[config.mk]
export PLATFORM = sky130hd
export DESIGN_NAME = primitive_field_serializer
export DESIGN_NICKNAME = d
export VERILOG_FILES = /design/src/design/pfs_pkg.sv /design/src/design/pfs_front.sv /design/src/design/pfs_queue.sv /design/src/design/pfs_back.sv /design/src/design/primitive_field_serializer.sv
export SDC_FILE = /design/constraint.sdc
export NUM_CORES = 1
export LEC_CHECK = 0
export BUFFER_PORTS_ARGS = -buffer_cell sky130_fd_sc_hd__buf_2
export CAP_MARGIN = 15
export CORE_AREA = 2 2 89 125
export CTS_CLUSTER_SIZE = 12
export DETAILED_ROUTE_END_ITERATION = 10
export DIE_AREA = 0 0 91 127
export GPL_TIMING_DRIVEN = 0
export PLACE_DENSITY = 0.85
export SLEW_MARGIN = 20
export SYNTH_ARGS = -nofsm -noshare
export SYNTH_HDL_FRONTEND = slang
export SYNTH_SLANG_ARGS = --single-unit
[constraint.sdc]
create_clock -name clk -period 3.2 [get_ports clk]
set_input_delay 0.32 -clock clk [delete_from_list [all_inputs] [get_ports clk]]
set_output_delay 0.32 -clock clk [all_outputs]
set_load 0.02 [all_outputs]
[src/design/pfs_pkg.sv]
// Shared types and constants of the primitive field serializer.
`timescale 1ns / 1ps
package pfs_pkg;

	localparam int MAX_BYTES = 5;
	localparam int CNT_W     = 3;

	localparam logic [7:0] FLAG_CONT     = 8'h80;
	localparam logic [7:0] FLAG_HDR_MORE = 8'h40;
	localparam logic [7:0] NULL_MARK     = 8'h80;

	typedef enum logic [2:0] {
		CMD_BYTE   = 3'd0,
		CMD_SHORT  = 3'd1,
		CMD_INT    = 3'd2,
		CMD_VARINT = 3'd3,
		CMD_ZIGZAG = 3'd4,
		CMD_LENGTH = 3'd5,
		CMD_NULL   = 3'd6,
		CMD_UNUSED = 3'd7
	} cmd_t;

	typedef struct packed {
		logic [MAX_BYTES-1:0][7:0] bytes;
		logic [CNT_W-1:0]          count;
		logic                      err;
	} entry_t;

	typedef struct packed {
		logic full;
		logic empty;
	} q_stat_t;

endpackage

[src/design/pfs_front.sv]
// Front end: encodes one command into a queue entry and checks free space.
`timescale 1ns / 1ps
module pfs_front (
	input  logic [2:0]         command,
	input  logic signed [31:0] value,
	input  logic [15:0]        space_avail,
	output pfs_pkg::entry_t    entry,
	output logic               keep
);

	logic [31:0] u;
	logic [34:0] ux;
	logic [27:0] lx;
	logic [pfs_pkg::MAX_BYTES-1:0] more_v;
	logic [pfs_pkg::MAX_BYTES-1:0] more_l;
	logic [pfs_pkg::MAX_BYTES-1:0][7:0] enc;
	logic [pfs_pkg::CNT_W-1:0] n;
	logic [pfs_pkg::CNT_W-1:0] n_v;
	logic [pfs_pkg::CNT_W-1:0] n_l;
	pfs_pkg::cmd_t cmd;

	assign cmd = pfs_pkg::cmd_t'(command);

	always_comb begin
		if (cmd == pfs_pkg::CMD_ZIGZAG) begin
			u = {value[30:0], 1'b0} ^ {32{value[31]}};
		end else begin
			u = value;
		end
		ux = {3'b000, u};
		lx = {2'b00, u[31:6]};
		for (int i = 0; i < pfs_pkg::MAX_BYTES; i++) begin
			more_v[i] = (ux >> (7 * (i + 1))) != 35'd0;
		end
		more_l[0] = lx != 28'd0;
		for (int k = 1; k < pfs_pkg::MAX_BYTES; k++) begin
			more_l[k] = (lx >> (7 * k)) != 28'd0;
		end
		if (more_v[3])      n_v = 3'd5;
		else if (more_v[2]) n_v = 3'd4;
		else if (more_v[1]) n_v = 3'd3;
		else if (more_v[0]) n_v = 3'd2;
		else                n_v = 3'd1;
		if (more_l[3])      n_l = 3'd5;
		else if (more_l[2]) n_l = 3'd4;
		else if (more_l[1]) n_l = 3'd3;
		else if (more_l[0]) n_l = 3'd2;
		else                n_l = 3'd1;
	end

	always_comb begin
		enc  = '0;
		n    = 3'd1;
		keep = 1'b1;
		case (cmd)
			pfs_pkg::CMD_BYTE: begin
				enc[0] = value[7:0];
			end
			pfs_pkg::CMD_SHORT: begin
				enc[0] = value[15:8];
				enc[1] = value[7:0];
				n      = 3'd2;
			end
			pfs_pkg::CMD_INT: begin
				enc[0] = value[31:24];
				enc[1] = value[23:16];
				enc[2] = value[15:8];
				enc[3] = value[7:0];
				n      = 3'd4;
			end
			pfs_pkg::CMD_VARINT, pfs_pkg::CMD_ZIGZAG: begin
				for (int i = 0; i < pfs_pkg::MAX_BYTES; i++) begin
					enc[i] = {1'b0, ux[7*i +: 7]} | (more_v[i] ? pfs_pkg::FLAG_CONT : 8'h00);
				end
				n = n_v;
			end
			pfs_pkg::CMD_LENGTH: begin
				enc[0] = {2'b00, u[5:0]} | pfs_pkg::FLAG_CONT
					| (more_l[0] ? pfs_pkg::FLAG_HDR_MORE : 8'h00);
				for (int k = 1; k < pfs_pkg::MAX_BYTES; k++) begin
					enc[k] = {1'b0, lx[7*(k-1) +: 7]}
						| (more_l[k] ? pfs_pkg::FLAG_CONT : 8'h00);
				end
				n = n_l;
			end
			pfs_pkg::CMD_NULL: begin
				enc[0] = pfs_pkg::NULL_MARK;
			end
			default: begin
				keep = 1'b0;
			end
		endcase
	end

	always_comb begin
		if ({13'd0, n} > space_avail) begin
			entry.bytes = '0;
			entry.count = 3'd1;
			entry.err   = 1'b1;
		end else begin
			entry.bytes = enc;
			entry.count = n;
			entry.err   = 1'b0;
		end
	end

endmodule

[src/design/pfs_queue.sv]
// Short entry queue between front and back end.
`timescale 1ns / 1ps
module pfs_queue #(
	parameter int DEPTH = 2
) (
	input  logic             clk,
	input  logic             arst_n,
	input  logic             wr_en,
	input  pfs_pkg::entry_t  wr_data,
	input  logic             rd_en,
	output pfs_pkg::entry_t  rd_data,
	output pfs_pkg::q_stat_t stat
);

	localparam int PTR_W = (DEPTH > 1) ? $clog2(DEPTH) : 1;
	localparam int CNT_W = $clog2(DEPTH + 1);

	pfs_pkg::entry_t mem_q [DEPTH];
	logic [PTR_W-1:0] wr_ptr_q;
	logic [PTR_W-1:0] rd_ptr_q;
	logic [CNT_W-1:0] count_q;

	function automatic logic [PTR_W-1:0] wrap_inc(input logic [PTR_W-1:0] p);
		if (p == PTR_W'(DEPTH - 1)) begin
			return '0;
		end
		return p + 1'b1;
	endfunction

	always_ff @(posedge clk) begin
		if (wr_en) begin
			mem_q[wr_ptr_q] <= wr_data;
		end
	end

	always_ff @(posedge clk or negedge arst_n) begin
		if (!arst_n) begin
			wr_ptr_q <= '0;
			rd_ptr_q <= '0;
			count_q  <= '0;
		end else begin
			if (wr_en) begin
				wr_ptr_q <= wrap_inc(wr_ptr_q);
			end
			if (rd_en) begin
				rd_ptr_q <= wrap_inc(rd_ptr_q);
			end
			if (wr_en && !rd_en) begin
				count_q <= count_q + 1'b1;
			end else if (rd_en && !wr_en) begin
				count_q <= count_q - 1'b1;
			end
		end
	end

	assign rd_data    = mem_q[rd_ptr_q];
	assign stat.full  = count_q == CNT_W'(DEPTH);
	assign stat.empty = count_q == '0;

endmodule

[src/design/pfs_back.sv]
// Back end: walks the head entry and emits one byte beat per cycle while entries are queued and pop takes each beat.
`timescale 1ns / 1ps
module pfs_back (
	input  logic            clk,
	input  logic            arst_n,
	input  logic            q_empty,
	input  pfs_pkg::entry_t head,
	output logic            deq,
	input  logic            pop,
	output logic            empty,
	output logic [7:0]      out_byte,
	output logic            last,
	output logic            status
);

	logic                      out_valid_q;
	logic [7:0]                byte_q;
	logic                      last_q;
	logic                      status_q;
	logic [pfs_pkg::CNT_W-1:0] idx_q;
	logic                      load;
	logic                      head_last;

	assign load      = !out_valid_q || pop;
	assign head_last = idx_q == (head.count - 1'b1);
	assign deq       = load && !q_empty && head_last;

	always_ff @(posedge clk or negedge arst_n) begin
		if (!arst_n) begin
			out_valid_q <= 1'b0;
			idx_q       <= '0;
		end else if (load) begin
			out_valid_q <= !q_empty;
			if (!q_empty) begin
				idx_q <= head_last ? '0 : idx_q + 1'b1;
			end
		end
	end

	always_ff @(posedge clk) begin
		if (load && !q_empty) begin
			byte_q   <= head.bytes[idx_q];
			last_q   <= head_last;
			status_q <= head.err;
		end
	end

	assign empty    = !out_valid_q;
	assign out_byte = byte_q;
	assign last     = last_q;
	assign status   = status_q;

endmodule

[src/design/primitive_field_serializer.sv]
// Top level of the primitive field serializer.
// An accepted item is written into the entry queue; its bytes reach the ports through the output byte register.
// Throughput: one beat per cycle while pop takes each beat; an item yields 1 to 5 beats,
// one per encoded byte, through the single output byte register.
// The front end takes an item per cycle while the entry queue has room.
// Reset: arst_n clears queue pointers and count, the byte index and the output valid flag at once.
`timescale 1ns / 1ps
module primitive_field_serializer #(
	parameter int QUEUE_DEPTH = 2
) (
	input  logic               clk,
	input  logic               arst_n,
	input  logic               push,
	output logic               full,
	input  logic [2:0]         command,
	input  logic signed [31:0] value,
	input  logic [15:0]        space_avail,
	output logic               empty,
	input  logic               pop,
	output logic [7:0]         out_byte,
	output logic               last,
	output logic               status
);

	pfs_pkg::entry_t  fr_entry;
	pfs_pkg::entry_t  head;
	pfs_pkg::q_stat_t q_stat;
	logic             keep;
	logic             enq;
	logic             deq;

	pfs_front u_front (
		.command     (command),
		.value       (value),
		.space_avail (space_avail),
		.entry       (fr_entry),
		.keep        (keep)
	);

	assign enq  = push && !q_stat.full && keep;
	assign full = q_stat.full;

	pfs_queue #(
		.DEPTH (QUEUE_DEPTH)
	) u_queue (
		.clk     (clk),
		.arst_n  (arst_n),
		.wr_en   (enq),
		.wr_data (fr_entry),
		.rd_en   (deq),
		.rd_data (head),
		.stat    (q_stat)
	);

	pfs_back u_back (
		.clk      (clk),
		.arst_n   (arst_n),
		.q_empty  (q_stat.empty),
		.head     (head),
		.deq      (deq),
		.pop      (pop),
		.empty    (empty),
		.out_byte (out_byte),
		.last     (last),
		.status   (status)
	);

	a_err_last: assert property (@(posedge clk) disable iff (!arst_n)
		(!empty && status) |-> last)
		else $error("no_space beat not marked last");

	a_err_zero: assert property (@(posedge clk) disable iff (!arst_n)
		(!empty && status) |-> (out_byte == 8'h00))
		else $error("no_space beat carries data");

	a_no_gap: assert property (@(posedge clk) disable iff (!arst_n)
		(!empty && pop && !last) |=> !empty)
		else $error("gap inside a multi-byte encoding");

endmodule
==> results.yml, run 1 <==
synthesis:
  syn_area_per_cell_um2: 10.81
  netlist_instances: 555
  synth_top_family_by_area: "compound AO/OA/AOI/OAI gates"
  syn_nets: 616
  seq_area_frac_synth: 0.4941
  ys_types: 57
  synth-edff-count: 92
  synth-compound-area-share: 0.1469
  synth-main-ff-cell: "edfxtp_1"
  async_flop_share: 0.08000
  synth_xor_xnor_area_share: 0.04966
  synth-seq-cells: 100
  synthMuxAreaShare: 0.1131
  yosysWarnings: 0
  synthAdderAreaFrac: 0.01252
  synth_area_um2: 5997
  synthSimpleGateAreaFrac: 0.1371
cells_and_area:
  diodes: 0
  fin_area_um2: 7097
  num-nets-final: 699
  drive_above_1_share: 0.2411
  final_core_util: 0.6857
  areaGrowthSynthToFinish_pct: 18.34
routing:
  postRouteAntennaNets: 0
  routed_via_density: 6.300
  vias: 4920
  routedWlPerCell_um: 21.97
  route.detailed.drc: 0
  drtIter0Drc: 375
  totalWireLength_um: 17160
  firstDrtPassIters: 5
floorplan:
  core-area_um2: 10350
  rows: 44
  die_area_um2: 11560
  start_util: 0.5794
  die_x_um: 91
  pin_count: 67
  die_height_um: 127
placed_design:
  dp_slack_ns: -1.195
  placedInstanceArea_um2: 6536
  hpwl_um: 12620
  port_buffers: 62
  gp_congestion: 1.026
clock_network:
  clk_pin_slew_ns: 0.06
  cts_tree: "done"
  cts_made_buffers: 9
  clk_latency_ns: 0.35
  cts_max_path_buffers: 2
  clockRootBuffer: "clkbuf_16"
  cts.sinks: 100
  htree_num_levels: 3
timing:
  final_hold_viol_count: 0
  min_period_ns: 3.159
  worst_slew_margin_rel: 0.4494
  final-setup-viol-count: 0
  period_share: 0.9872
  worstMarginPinSlew_ns: 0.8240
  finClkSkew_ns: 0.006220
  setup_ws_ns: 0.04109
  rsz0062_at_grt: "yes"
  slew_violations: 0
  clock.fmax_mhz: 316.6
  hold_slack_ns: 0.2288
setup_path:
  cp.required_ns: 3.29
  path_class: "primary input to flip-flop"
  crit_path_max_fanout: 11
  arrival_ns: 3.25
  cpPeakStageDelay_ns: 0.53
  reg2reg_slack_ns: 0.20
  cp_slowest_cell: "or4_4"
  crit_chain: "buf_2 -> or4_4 -> mux2_4 -> buf_6 -> a31oi_4 -> o211ai_2 -> o32ai_2 -> ha_1 -> and3_4 -> a211oi_4 -> clkbuf_4 -> nor2_1"
  cp-end-kind: "flip-flop"
  start_kind: "primary input"
run_status:
  status: "finished, final reports clean"
global_route:
  grt-ovfl-total: 0
  grt_pass1_vias: 4728
  grt_max_degree: 35
  grt_pass1_wl_um: 25970
  antenna_found_initial: 0
  track_usage: 0.2977
worst_hold_path:
  hp-class: "primary input to flip-flop"
power:
  power_density_nw_per_um2: 705.0
  ir_drop_v: 0.0003847
  leakage_uw: 0.002691
  power_uw: 5004
run:
  drv_cap: 0
-- flip-flops by register name, summed over array words and instances (netlist names) --
signal	flops
u_queue.mem_q	82
u_back.out_byte	8
u_back.idx_q	3
u_queue.count_q	2
u_back.last	1
u_back.out_valid_q	1
u_back.status	1
u_queue.rd_ptr_q	1
u_queue.wr_ptr_q	1
-- critical path, delay by kind of cell --
kind	cells	cell delay [ns]
compound gates	4	0.89
simple gates	3	0.81
buf+inv	3	0.64
mux	1	0.30
fa+ha+maj	1	0.27
-- cell usage in the layout, fill, tap and decap left out, drive strengths merged, types with 4 or more instances in the layout --
cell type	n
edfxtp	92
buf	89
nor2	67
clkbuf	40
nand2	34
a21oi	32
mux2i	28
xnor2	27
o21ai	27
inv	21
mux4	16
a22o	13
nor3	11
nor2b	9
nand2b	9
nor4	8
dfrtp	8
a22oi	8
xor2	7
o22ai	7
a221oi	6
ha	6
a211oi	6
nand4	5
nand3	5
o22a	5
a31oi	5
or3	4
or2	4
a222oi	4
-- worst paths after layout --
| path | from | endpoint | cells after the start |
|---|---|---|---|
| min | pop | u_back.out_valid_q | 3 |
| min reg2reg | u_back.out_valid_q | u_back.out_valid_q | 2 |
| max | value[29] | u_queue.mem_q[0][33] | 12 |
| max in group asynchronous | arst_n | u_back.idx_q[2] | 2 |
| max reg2reg | u_queue.rd_ptr_q | u_queue.count_q[1] | 12 |
| min in group asynchronous | arst_n | u_queue.count_q[1] | 2 |
-- synth_stat cells, types with 3 or more instances --
library cell | instances | area (µm²)
buf_1 | 6 | 22.52
xor2_1 | 7 | 61.31
mux2i_1 | 28 | 280.3
nand2_1 | 34 | 127.6
inv_1 | 21 | 78.83
nor2_1 | 67 | 251.5
o32ai_1 | 3 | 26.28
nand3_1 | 5 | 25.02
a222oi_1 | 4 | 40.04
buf_2 | 11 | 55.05
a221oi_1 | 6 | 52.55
or3_1 | 4 | 25.02
a22oi_1 | 8 | 60.06
xnor2_1 | 27 | 236.5
nor4_1 | 8 | 50.05
dfrtp_1 | 8 | 200.2
o22a_1 | 5 | 43.79
clkbuf_1 | 30 | 112.6
o21ai_0 | 26 | 130.1
nor3_1 | 11 | 55.05
nor2b_1 | 9 | 56.30
a21oi_1 | 32 | 160.2
o31ai_1 | 3 | 22.52
a211oi_1 | 5 | 37.54
edfxtp_1 | 92 | 2763
nor4b_1 | 3 | 26.28
o22ai_1 | 7 | 43.79
nand2b_1 | 9 | 56.30
a31oi_1 | 4 | 25.02
or2_2 | 4 | 25.02
a22o_1 | 13 | 113.9
ha_1 | 6 | 75.07
mux4_2 | 16 | 360.4
nand4_1 | 5 | 31.28
-- per-stage QoR --
step                setup TNS [ns]  std cells
finish                           0        781
global route                -1.874        781
CTS                              0        777
detailed placement          -88.25        757
global placement           -122.17        755
floorplan                   -1.466        555
-- per-layer routing --
layer | share of wire | wire length [µm] | vias up | GRT usage
li1 | - | - | 2239 | -
met1 | 0.37 | 6328 | 2343 | 0.3445
met2 | 0.51 | 8768 | 283 | 0.5111
met3 | 0.061 | 1052 | 55 | 0.04422
met4 | 0.059 | 1012 | 0 | 0.2014
met5 | 0 | 0 | - | 0
-- what timing repair did --
item	CTS	global route
hold buffers	1	0
endpoints found under the hold margin	8	0
pin swaps	1	5
buffers inserted	5	4
gates cloned	0	0
resized for setup	15	24
setup endpoints to repair	86	79
-- logic make-up (layout without fill, tap and decap cells) --
logic type,Yosys count,after routing
AO/OA/AOI/OAI,129,129
XOR/XNOR,34,34
adder cells (fa/ha/maj),6,6
buffers and inverters,69,157
flip-flops,100,100
multiplexers,47,47
AND/OR/NAND/NOR,170,170
-- where the power goes --
part / internal (µW) / total (µW) / switching [µW]
combinational: 735 / 1800 / 1070
sequential: 1870 / 1980 / 113
clock: 764 / 1220 / 459
total: 3360 / 5000 / 1640
-- layout make-up --
| cell class | count | area (µm²) |
|---|---|---|
| Buffer | 46 | 217.7 |
| Clock buffer | 10 | 229.0 |
| Timing Repair Buffer | 74 | 435.4 |
| Multi-Input combinational cell | 386 | 2888 |
| Fill cell | 781 | 3253 |
| Tap cell | 138 | 172.7 |
| Sequential cell | 100 | 2963 |
| Inverter | 21 | 78.83 |
| Clock inverter | 6 | 112.6 |
Note: power is estimated with default switching activity, not from simulation.
==> inputs of run 2 (changes only) <==
- clock period: 3.2 -> 3.6 ns (I/O delays scaled with it)
==> run 2 against run 1 <==
- sequential cell count stayed put
- critical path depth did not move
- worst hold slack better by 0.038 ns
- clock-buffer cell count unchanged
- clock power decreased by 11%
- sequential share of layout area is 0.59 points higher
- power fell by 11%
- global-route usage is essentially flat
- via count down 0.87%
- utilization is 0.96 points lower
==> results.yml, run 2 (synthesis results as in run 1) <==
clock_network:
  cts_made_buffers: 9
  clk_latency_ns: 0.35
  htree_num_levels: 3
  clk_pin_slew_ns: 0.07
  cts_tree: "done"
  clockRootBuffer: "clkbuf_16"
  cts.sinks: 100
  cts_max_path_buffers: 2
run:
  drv_cap: 0
floorplan:
  start_util: 0.5794
  rows: 44
  pin_count: 67
  core-area_um2: 10350
  die_area_um2: 11560
  die_x_um: 91
  die_height_um: 127
placed_design:
  port_buffers: 62
  placedInstanceArea_um2: 6536
  dp_slack_ns: -0.8353
  gp_congestion: 1.026
  hpwl_um: 12620
timing:
  slew_violations: 0
  min_period_ns: 3.396
  final-setup-viol-count: 0
  rsz0062_at_grt: "no"
  setup_ws_ns: 0.2038
  worst_slew_margin_rel: 0.4539
  final_hold_viol_count: 0
  worstMarginPinSlew_ns: 0.8172
  period_share: 0.9434
  finClkSkew_ns: 0.006290
  clock.fmax_mhz: 294.4
routing:
  totalWireLength_um: 16950
  vias: 4877
  routedWlPerCell_um: 21.79
  route.detailed.drc: 0
  drtIter0Drc: 336
  routed_via_density: 6.269
  postRouteAntennaNets: 0
  firstDrtPassIters: 6
power:
  clock_power_share: 0.245
  power_density_nw_per_um2: 633.5
  p_sw_frac: 0.3276
  cellInternalPower_uw: 2981
  ir_drop_v: 0.0003430
  p_switching_uw: 1452
  power_frac_seq: 0.397
  combPwrFrac: 0.358
  leakage_uw: 0.002664
global_route:
  grt_pass1_vias: 4741
  antenna_found_initial: 0
  track_usage: 0.2979
  grt_pass1_wl_um: 26000
  grt-ovfl-total: 0
  grt_max_degree: 35
setup_path:
  cp-end-kind: "flip-flop"
  arrival_ns: 3.47
  start_kind: "primary input"
  cp.required_ns: 3.67
  path_class: "primary input to flip-flop"
  crit_path_max_fanout: 8
cells_and_area:
  areaGrowthSynthToFinish_pct: 16.69
  largest_register_ffs: 82
  layout_common_cells: "edfxtp_1, buf_2, nor2_1, nand2_1, a21oi_1"
  drive_above_1_share: 0.2172
  diodes: 0
  multi_input_area_um2: 2826
  num-nets-final: 696
  fin_area_um2: 6998
  top_register: "u_queue.mem_q"
  nFillCells: 802
  layout_commonest_cell: "edfxtp_1"
  regArea_um2: 2963
run_status:
  status: "finished, final reports clean"
worst_hold_path:
  hp-class: "primary input to flip-flop"
==> run 2: layout make-up <==
type / count / area share
Clock inverter: 6 / 0.01609
Clock buffer: 10 / 0.03272
Sequential cell: 100 / 0.4234
Multi-Input combinational cell: 386 / 0.4039
Timing Repair Buffer: 71 / 0.05900
Tap cell: 138 / 0.02467
Buffer: 46 / 0.02896
Inverter: 21 / 0.01126
==> run 2: metrics by stage <==
| stage | setup TNS (ns) | power [µW] | utilization | cells | hold WS, ns |
|---|---|---|---|---|---|
| 5_1_grt | 0 | 4609 | 0.6761 | 778 | 0.2936 |
| 2_1_floorplan | 0 | 2852 | - | 555 | 0.06441 |
| 3_5_place_dp | -58.21 | 3331 | 0.6315 | 757 | 0.2054 |
| 6_report | 0 | 4433 | 0.6761 | 778 | 0.2671 |
| 3_3_place_gp | -77.66 | 3210 | 0.6261 | 755 | 0.2030 |
| 4_1_cts | 0 | 4431 | 0.6684 | 774 | 0.2645 |
==> run 2: worst max-delay path, stage by stage <==
cell	delay [ns]
buf_2	0.16
or4_1	0.53
o22ai_1	0.26
a31oi_4	0.22
a211o_1	0.29
a22oi_1	0.16
ha_1	0.26
nor2b_1	0.13
o21ai_0	0.29
a211oi_4	0.16
buf_4	0.16
a211oi_1	0.48
==> run 2: power groups by stage <==
stage	Combinational (µW)	Clock, µW	Sequential [µW]
after global routing	1700	1130	1780
after global placement	1450	0	1760
after CTS	1580	1090	1760
after detailed placement	1550	0	1780
after floorplan	1020	0	1830
final	1590	1090	1760
==> run 2: final timing paths <==
| path | cells after the start | endpoint | start | slack, ns |
|---|---|---|---|---|
| worst max-delay path | 12 | u_queue.mem_q[0][10] | value[23] | 0.20 |
| worst min-delay path | 3 | u_back.out_valid_q | pop | 0.27 |
| worst max register to register | 12 | u_queue.count_q[1] | u_queue.rd_ptr_q | 0.44 |
| worst min register to register | 2 | u_back.out_valid_q | u_back.out_valid_q | 0.49 |
| max in group asynchronous | 2 | u_back.idx_q[2] | arst_n | 3.06 |
| min in group asynchronous | 2 | u_queue.count_q[1] | arst_n | 0.38 |
==> run 2: routing by layer <==
layer / share of wire / routed length, µm / global-route usage
met1: 0.38 / 6368 / 0.3465
met2: 0.50 / 8460 / 0.5072
met3: 0.058 / 983 / 0.04127
met4: 0.067 / 1142 / 0.2103
met5: 0 / 0 / 0
==> run 2: repair_timing <==
item | CTS | global route
hold buffers | 1 | 0
pin swaps | 1 | 1
hold endpoints to repair | 8 | 0
endpoints found under the setup margin | 81 | 73
buffers inserted | 0 | 6
gates resized for setup | 8 | 10
